### config.mk
export PLATFORM = sky130hd
export DESIGN_NAME = rc4_keystream_xor_unit
export DESIGN_NICKNAME = d
export VERILOG_FILES = /design/src/hdl/rc4kx_pkg.sv /design/src/hdl/rc4kx_sbox_mem.sv /design/src/hdl/rc4kx_rsp_fifo.sv /design/src/hdl/rc4_keystream_xor_unit.sv
export SDC_FILE = /design/constraint.sdc
export NUM_CORES = 2
export LEC_CHECK = 0
export ABC_AREA = 1
export BUFFER_PORTS_ARGS = -buffer_cell sky130_fd_sc_hd__buf_2
export CAP_MARGIN = 30
export CELL_PAD_IN_SITES_DETAIL_PLACEMENT = 1
export CELL_PAD_IN_SITES_GLOBAL_PLACEMENT = 1
export CORE_MARGIN = 5
export CORE_UTILIZATION = 30
export CTS_BUF_LIST = sky130_fd_sc_hd__clkbuf_8
export DETAILED_ROUTE_END_ITERATION = 10
export PLACE_DENSITY = 0.62
export SYNTH_ARGS = -nofsm -noshare
export SYNTH_HDL_FRONTEND = slang
export SYNTH_HIERARCHICAL = 1
export SYNTH_SLANG_ARGS = --single-unit
### constraint.sdc
create_clock -name clock -period 14.55 [get_ports clock]
set_input_delay 0.7275 -clock clock [delete_from_list [all_inputs] [get_ports clock]]
set_output_delay 0.7275 -clock clock [all_outputs]
set_load 0.03 [all_outputs]
### src/hdl/rc4kx_pkg.sv
`timescale 1ns / 1ps
// ----------------------------------------------------------------------------
// RC4 keystream XOR unit package
// Shared types and function codes for the keystream unit and its parts.
// ----------------------------------------------------------------------------
package rc4kx_pkg;

   localparam int BYTE_W = 8;

   typedef logic [BYTE_W-1:0] octet_type;

   // function codes of a request
   localparam logic FUNC_LOAD = 1'b0;
   localparam logic FUNC_GEN  = 1'b1;

   typedef struct packed {
      logic      func;
      octet_type entry_index;
      octet_type data_byte;
   } req_type;

   typedef struct packed {
      octet_type out_byte;
      octet_type key_byte;
      logic      valid_res;
   } rsp_type;

   // one write and one read of the permutation memory per cycle
   typedef struct packed {
      logic      wr_en;
      octet_type wr_addr;
      octet_type wr_data;
      logic      rd_en;
      octet_type rd_addr;
   } mem_req_type;

   typedef struct packed {
      logic    valid;
      rsp_type data;
   } rsp_push_type;

endpackage

### src/hdl/rc4kx_sbox_mem.sv
`timescale 1ns / 1ps
// ----------------------------------------------------------------------------
// RC4 permutation memory
// 256 x 8 memory, one write and one registered read per cycle. A read that
// meets a write to the same entry returns the written byte.
// ----------------------------------------------------------------------------
module rc4kx_sbox_mem (
   input  logic                    clock,
   input  logic                    reset,
   input  rc4kx_pkg::mem_req_type  mem_req,
   output rc4kx_pkg::octet_type    rd_data
);
   import rc4kx_pkg::*;

   octet_type sbox_mem [256];
   octet_type rd_raw_ff;
   octet_type fwd_data_ff;
   logic      fwd_hit_ff;

   always_ff @(posedge clock) begin
      if (mem_req.wr_en) begin
         sbox_mem[mem_req.wr_addr] <= mem_req.wr_data;
      end
      if (mem_req.rd_en) begin
         rd_raw_ff   <= sbox_mem[mem_req.rd_addr];
         fwd_data_ff <= mem_req.wr_data;
      end
   end

   // hold the bypass flag with the read data it belongs to
   always_ff @(posedge clock) begin
      if (reset) begin
         fwd_hit_ff <= 1'b0;
      end else if (mem_req.rd_en) begin
         fwd_hit_ff <= mem_req.wr_en && (mem_req.wr_addr == mem_req.rd_addr);
      end
   end

   assign rd_data = fwd_hit_ff ? fwd_data_ff : rd_raw_ff;

endmodule

### src/hdl/rc4kx_rsp_fifo.sv
`timescale 1ns / 1ps
// ----------------------------------------------------------------------------
// RC4 response queue
// Two-entry result queue with two push ports; the older result enters first.
// ----------------------------------------------------------------------------
module rc4kx_rsp_fifo (
   input  logic                    clock,
   input  logic                    reset,
   input  rc4kx_pkg::rsp_push_type push_old,
   input  rc4kx_pkg::rsp_push_type push_new,
   input  logic                    pop,
   output rc4kx_pkg::rsp_type      head,
   output logic [1:0]              count
);
   import rc4kx_pkg::*;

   rsp_type    entry_ff [2];
   logic       wr_ptr_ff;
   logic       wr_ptr_in;
   logic       rd_ptr_ff;
   logic       rd_ptr_in;
   logic [1:0] count_ff;
   logic [1:0] count_in;
   logic       new_slot;

   assign new_slot  = push_old.valid ? ~wr_ptr_ff : wr_ptr_ff;
   assign wr_ptr_in = wr_ptr_ff ^ (push_old.valid ^ push_new.valid);
   assign rd_ptr_in = rd_ptr_ff ^ pop;
   assign count_in  = count_ff + 2'(push_old.valid) + 2'(push_new.valid) - 2'(pop);

   always_ff @(posedge clock) begin
      if (push_old.valid) begin
         entry_ff[wr_ptr_ff] <= push_old.data;
      end
      if (push_new.valid) begin
         entry_ff[new_slot] <= push_new.data;
      end
   end

   always_ff @(posedge clock) begin
      if (reset) begin
         wr_ptr_ff <= 1'b0;
         rd_ptr_ff <= 1'b0;
         count_ff  <= 2'd0;
      end else begin
         wr_ptr_ff <= wr_ptr_in;
         rd_ptr_ff <= rd_ptr_in;
         count_ff  <= count_in;
      end
   end

   assign head  = entry_ff[rd_ptr_ff];
   assign count = count_ff;

   // never push past the two entries
   assert property (@(posedge clock) disable iff (reset)
      (count_ff == 2'd2 && !pop) |-> (!push_old.valid && !push_new.valid))
      else $error("response queue overflow");

   assert property (@(posedge clock) disable iff (reset)
      (count_ff == 2'd1 && !pop) |-> !(push_old.valid && push_new.valid))
      else $error("double push into a half-full response queue");

endmodule

### src/hdl/rc4_keystream_xor_unit.sv
`timescale 1ns / 1ps
// ----------------------------------------------------------------------------
// RC4 keystream XOR unit
// RC4 output stage: holds the permutation in a memory, steps the two
// pointers, swaps entries and XORs each data byte with the keystream byte.
// ----------------------------------------------------------------------------
//
//   channel | direction | handshake            | payload
//   --------+-----------+----------------------+--------------------------
//   req     | in        | req_valid/req_ready  | req_data (func, index, byte)
//   rsp     | out       | rsp_valid/rsp_ready  | rsp_data (out, key, valid)
//
// A generate transfer issues the S[i] read on acceptance, then passes
// through ST_RD_J, ST_SWAP and ST_KEY, where its result enters the response
// queue; the next generate can be accepted in ST_KEY when the queue is empty.
// The single read port paces it: S[i], then S[j], then S[S[i]+S[j]].
// Load transfers, and generates before any load, answer zero on acceptance.
// Reset clears pointers, the loaded flag and the queue; the memory keeps
// its contents and is undefined until loaded.
// A full response queue stalls the unit in its last step; requests wait.
//
module rc4_keystream_xor_unit (
   input  logic               clock,
   input  logic               reset,
   input  logic               req_valid,
   output logic               req_ready,
   input  rc4kx_pkg::req_type req_data,
   output logic               rsp_valid,
   input  logic               rsp_ready,
   output rc4kx_pkg::rsp_type rsp_data
);
   import rc4kx_pkg::*;

   // engine steps
   localparam logic [1:0] ST_IDLE = 2'd0;  // wait; S[i] read issued on start
   localparam logic [1:0] ST_RD_J = 2'd1;  // take S[i], form j, read S[j]
   localparam logic [1:0] ST_SWAP = 2'd2;  // write S[i], read S[t]
   localparam logic [1:0] ST_KEY  = 2'd3;  // write S[j], emit key byte

   logic [1:0]   state_ff, state_in;
   octet_type    ptr_i_ff, ptr_i_in;
   octet_type    ptr_j_ff, ptr_j_in;
   logic         loaded_ff, loaded_in;
   octet_type    i_ff, i_in;
   octet_type    j_ff, j_in;
   octet_type    a_ff, a_in;
   octet_type    t_ff, t_in;
   octet_type    data_ff, data_in;
   logic         ldw_ff, ldw_in;
   octet_type    ldw_idx_ff, ldw_idx_in;
   octet_type    ldw_data_ff, ldw_data_in;

   mem_req_type  mem_req;
   octet_type    rd_data;
   rsp_push_type push_old;
   rsp_push_type push_new;
   rsp_type      head;
   logic [1:0]   fifo_count;

   logic         accept;
   logic         gen_start;
   logic         key_push;
   logic         rsp_pop;
   octet_type    i_next;
   octet_type    j_calc;
   octet_type    key_byte;

   assign accept    = req_valid && req_ready;
   assign gen_start = accept && (req_data.func == FUNC_GEN) && loaded_ff;
   assign i_next    = ptr_i_ff + 8'd1;
   assign j_calc    = ptr_j_ff + rd_data;
   assign rsp_pop   = rsp_valid && rsp_ready;

   // last step may finish when the queue has room, counting this pop
   assign key_push  = (state_ff == ST_KEY) && ((fifo_count != 2'd2) || rsp_ready);

   // take a request when idle with room for an immediate answer, or overlap
   // the last step when the queue is empty (room for both results)
   assign req_ready = ((state_ff == ST_IDLE) && (fifo_count != 2'd2)) ||
                      ((state_ff == ST_KEY)  && (fifo_count == 2'd0));

   // S[t] is read in ST_SWAP, before S[j] is written in ST_KEY: bypass a from the swap
   assign key_byte  = (t_ff == j_ff) ? a_ff : rd_data;

   // memory port steering
   always_comb begin
      mem_req.wr_en   = ldw_ff;
      mem_req.wr_addr = ldw_idx_ff;
      mem_req.wr_data = ldw_data_ff;
      mem_req.rd_en   = gen_start;
      mem_req.rd_addr = i_next;
      unique case (state_ff)
         ST_IDLE: begin
         end
         ST_RD_J: begin
            mem_req.rd_en   = 1'b1;
            mem_req.rd_addr = j_calc;
         end
         ST_SWAP: begin
            mem_req.wr_en   = 1'b1;
            mem_req.wr_addr = i_ff;
            mem_req.wr_data = rd_data;
            mem_req.rd_en   = 1'b1;
            mem_req.rd_addr = a_ff + rd_data;
         end
         ST_KEY: begin
            mem_req.wr_en   = 1'b1;
            mem_req.wr_addr = j_ff;
            mem_req.wr_data = a_ff;
         end
         default: begin
         end
      endcase
   end

   // next state
   always_comb begin
      state_in    = state_ff;
      ptr_i_in    = ptr_i_ff;
      ptr_j_in    = ptr_j_ff;
      loaded_in   = loaded_ff;
      i_in        = i_ff;
      j_in        = j_ff;
      a_in        = a_ff;
      t_in        = t_ff;
      data_in     = data_ff;
      ldw_in      = 1'b0;
      ldw_idx_in  = req_data.entry_index;
      ldw_data_in = req_data.data_byte;

      unique case (state_ff)
         ST_IDLE: begin
            if (gen_start) begin
               state_in = ST_RD_J;
            end
         end
         ST_RD_J: begin
            a_in     = rd_data;
            j_in     = j_calc;
            ptr_j_in = j_calc;
            state_in = ST_SWAP;
         end
         ST_SWAP: begin
            t_in     = a_ff + rd_data;
            state_in = ST_KEY;
         end
         ST_KEY: begin
            if (key_push) begin
               state_in = gen_start ? ST_RD_J : ST_IDLE;
            end
         end
         default: begin
            state_in = ST_IDLE;
         end
      endcase

      // advance i and latch the data byte on a new generate
      if (gen_start) begin
         ptr_i_in = i_next;
         i_in     = i_next;
         data_in  = req_data.data_byte;
      end

      // load: post the entry write, drop both pointers, mark loaded
      if (accept && (req_data.func == FUNC_LOAD)) begin
         ldw_in    = 1'b1;
         ptr_i_in  = '0;
         ptr_j_in  = '0;
         loaded_in = 1'b1;
      end
   end

   always_ff @(posedge clock) begin
      if (reset) begin
         state_ff  <= ST_IDLE;
         ptr_i_ff  <= '0;
         ptr_j_ff  <= '0;
         loaded_ff <= 1'b0;
         ldw_ff    <= 1'b0;
      end else begin
         state_ff  <= state_in;
         ptr_i_ff  <= ptr_i_in;
         ptr_j_ff  <= ptr_j_in;
         loaded_ff <= loaded_in;
         ldw_ff    <= ldw_in;
      end
   end

   always_ff @(posedge clock) begin
      i_ff        <= i_in;
      j_ff        <= j_in;
      a_ff        <= a_in;
      t_ff        <= t_in;
      data_ff     <= data_in;
      ldw_idx_ff  <= ldw_idx_in;
      ldw_data_ff <= ldw_data_in;
   end

   // results: keystream from the engine, zero answers straight from the request
   always_comb begin
      push_old.valid          = key_push;
      push_old.data.out_byte  = data_ff ^ key_byte;
      push_old.data.key_byte  = key_byte;
      push_old.data.valid_res = 1'b1;
      push_new.valid          = accept && !gen_start;
      push_new.data           = '0;
   end

   rc4kx_sbox_mem u_sbox_mem (
      .clock   (clock),
      .reset   (reset),
      .mem_req (mem_req),
      .rd_data (rd_data)
   );

   rc4kx_rsp_fifo u_rsp_fifo (
      .clock    (clock),
      .reset    (reset),
      .push_old (push_old),
      .push_new (push_new),
      .pop      (rsp_pop),
      .head     (head),
      .count    (fifo_count)
   );

   assign rsp_valid = (fifo_count != 2'd0);
   assign rsp_data  = head;

   // the engine only starts on an accepted generate after a load
   assert property (@(posedge clock) disable iff (reset)
      (state_ff == ST_RD_J) |->
         $past(req_valid && req_ready && (req_data.func == FUNC_GEN) && loaded_ff))
      else $error("engine started without a generate transfer");

   // a posted load write never competes with the swap writes
   assert property (@(posedge clock) disable iff (reset)
      ldw_ff |-> ((state_ff == ST_IDLE) || (state_ff == ST_RD_J)))
      else $error("load write collides with swap write");

   // i steps by one for each generate
   assert property (@(posedge clock) disable iff (reset)
      (state_ff == ST_RD_J) |-> (ptr_i_ff == 8'($past(ptr_i_ff) + 8'd1)))
      else $error("pointer i did not advance by one");

endmodule

==> flow_summary.ini <==
[status]
status = finished, final reports clean

[finish]
synthToLayoutAreaGrowth_pct = 12.2
post-route-util_pct = 33.7
drive_above_1_share_pct = 8.69
fin_nets = 7808

[worst_setup_path]
critPathLaunchType = flop
path_cells = mux2_2 > ha_1 > inv_1 > fa_1 > inv_1 > a21oi_1 > a21oi_4 > buf_12 > buf_4 > buf_4 > nand3_1 > nand3_1 > nand3_1 > nand3_1 > nand3_1 > nand3_1 > nand2_1 > nand2_1 > nand2_1
path_buf_inv = 5
cp_max_fo = 155
cp_slowest_stage_delay_ns = 0.87
critPathTopFamily = buffers and inverters
crit_required_ns = 15.28
startpoint = u_sbox_mem/fwd_hit_ff
slowest_stage = buf_4
end_kind = flop
cp.arrival_ns = 7.55
worstSetupPathType = reg -> reg
r2r_start = u_sbox_mem/fwd_hit_ff
crit_top_cell = nand3_1

[clock_network]
cts_tree = done
cts.path.max_buffers = 4
clk_latency_ns = 1.02
postCtsSetupRepairBufs = 0
post_cts_resized = 0
numCtsBuffers = 377
hold_buffers = 18
cts_sinks = 2179
clk_pin_slew_worst_paths_ns = 0.07
cts-root-buf = clkbuf_8
h-tree-depth = 5

[floorplan]
core_sq_mm = 0.299
start_util_pct = 30.1
io_pins = 40
die_h_um = 557
die_x_um = 557
fp.dieArea_sq_mm = 0.311
rows = 201

[grt]
grt_pass1_vias = 62500
overflow = 0
grt_pass1_wl_um = 414000
busiest_layer = met2
use_met1_pct = 23.6
grtUsageMet3_pct = 2.75
antenna_found_initial = 4
grt_max_degree = 229
grtUsageTotal_pct = 17.5
grt_util_met2_pct = 28.8

[route]
vias = 60800
viasPerCell = 5.06
wl_per_cell_um = 23.3
drc_errors = 0
drt-initial-drc-count = 5363
detail-route-antenna-nets = 0
first_pass_iters = 6
totalWireLength_um = 280000

[timing]
maxSlewHeadroom_pct = 22.0
hold_viol_final = 0
period_needed_ns = 6.82
tns_ns = 0
max_freq_mhz = 147
tightestPinTransition_ns = 1.17
drv_slew = 0
rsz0062_at_grt = no
period_share_pct = 46.9
finalSetupViolations = 0
clock_skew_ns = 0.131

[min_path]
hp-class = in -> reg
min_from = req_data[16]

[synth]
ys_ff_latch = 2179
ys_warn_count = 6
avgSynthCellArea_sq_um = 11.7
ys_async_sr_fraction_pct = 0
synth_edf_count = 2138
ys.flop_type = edfxtp_1
yosysSeqAreaShare_pct = 72.3
synthDistinctLibCells = 41
synth_area_sq_mm = 0.0899
syn_inst = 7687

[placed_design]
io_buffers = 39
hpwl_um = 159000
place_congestion = 0.815

[pwr]
p_leak_uw = 0.0350
power.density_mw_per_mm2 = 231
vdd_ir_drop_max_uv = 352

[flow_run]
maxCapViolations = 0
-- layout by cell type, fill, tap and decap left out, drive strengths merged, types with 7 or more instances in the layout --
cell type	instances
clkinv	146
ha	22
a21oi	28
mux2	25
xnor2	13
a22oi	17
nor2	304
dlygate4sd3	18
nand2	2330
conb	19
dfxtp	41
xor2	11
clkbuf	387
bufinv	7
buf	161
o21ai	44
edfxtp	2138
inv	246
nand3	2061
and2	8
-- cell usage after synthesis, types with 22 or more instances --
| master | count | area [sq um] |
|---|---|---|
| o21ai_0 | 27 | 135 |
| a21oi_1 | 28 | 140 |
| mux2_2 | 25 | 282 |
| buf_4 | 60 | 450 |
| clkbuf_1 | 117 | 439 |
| nor2_1 | 301 | 1130 |
| nand3_1 | 2061 | 10300 |
| inv_1 | 109 | 409 |
| buf_1 | 50 | 188 |
| edfxtp_1 | 2138 | 64200 |
| dfxtp_1 | 41 | 821 |
| buf_2 | 258 | 1290 |
| nand2_1 | 2318 | 8700 |
| ha_1 | 22 | 275 |
-- tightest hold or removal path, stage by stage --
cell and delay (ns):
buf_2 0.12, nand3b_1 0.15, nor2_1 0.06
-- layout make-up --
| cell class | instances | area, sq um |
|---|---|---|
| diodes | 3 | 7.51 |
| clock buffers | 386 | 5310 |
| clock inverters | 286 | 1410 |
| fillers | 32600 | 198000 |
| inverters | 118 | 477 |
| multi-input cells | 4904 | 22100 |
| flip-flops and latches | 2179 | 65000 |
| well taps | 3958 | 4950 |
| repair buffers | 180 | 1610 |
-- state kept, by name (all words and copies together) (netlist names), 2 cells and up --
signal                  count
a_ff                        8
j_ff                        8
u_sbox_mem/rd_raw_ff        8
u_rsp_fifo/entry_ff        34
ldw_data_ff                 8
data_ff                     8
state_ff                    2
u_sbox_mem/sbox_mem      2048
u_sbox_mem/fwd_data_ff      8
i_ff                        8
t_ff                        8
ptr_i_ff                    8
u_rsp_fifo/count            2
ldw_idx_ff                  8
ptr_j_ff                    8
-- where the power goes --
part           switching [uW]  total [uW]  internal (uW)
logic                    7770       10300           2510
registers                63.6        7890           7830
clock network            2530        5120           2590
total                   10400       23300          12900
-- cell families (layout without fill, tap and decap cells) --
group	Yosys count	after routing	synth area share [%]
xor gates and xnor gates	24	24	0.242
buffers and inverters	621	970	3.36
other	2	22	0.00835
adders and majority gates	27	27	0.418
DFF	2179	2179	72.3
AOI/OAI and AO/OA	95	95	0.664
muxes	25	25	0.313
and+or+nand+nor	4714	4714	22.7
-- metal layers --
metal	routed length, um	part of all wire, %
met3	16100	5.8
met1	121000	43
met5	0	0
met4	8590	3.1
met2	133000	48
-- through the flow --
step           instances  worst slack, ns  hold WS, ns  total power (uW)  cell area, sq um
5_1_grt            12000             7.57       0.0320             24700            101000
3_5_place_dp       11300             7.96        0.471             18300             93600
2_1_floorplan       7704             1.60        0.428             14900             90000
4_1_cts            12000             7.89     0.000143             23400            101000
6_report           12000             7.73       0.0777             23300            101000
3_3_place_gp       11300             7.89        0.446             18100             93500
-- worst paths after layout --
kind	to	cells after the start	slack (ns)
setup / recovery	u_sbox_mem/rd_raw_ff[1]	19	7.73
hold / removal	ldw_ff	3	0.08
setup reg to reg	u_sbox_mem/rd_raw_ff[1]	19	7.73
hold reg to reg	ptr_j_ff[6]	2	0.48
(Power assumes the default switching activity.)
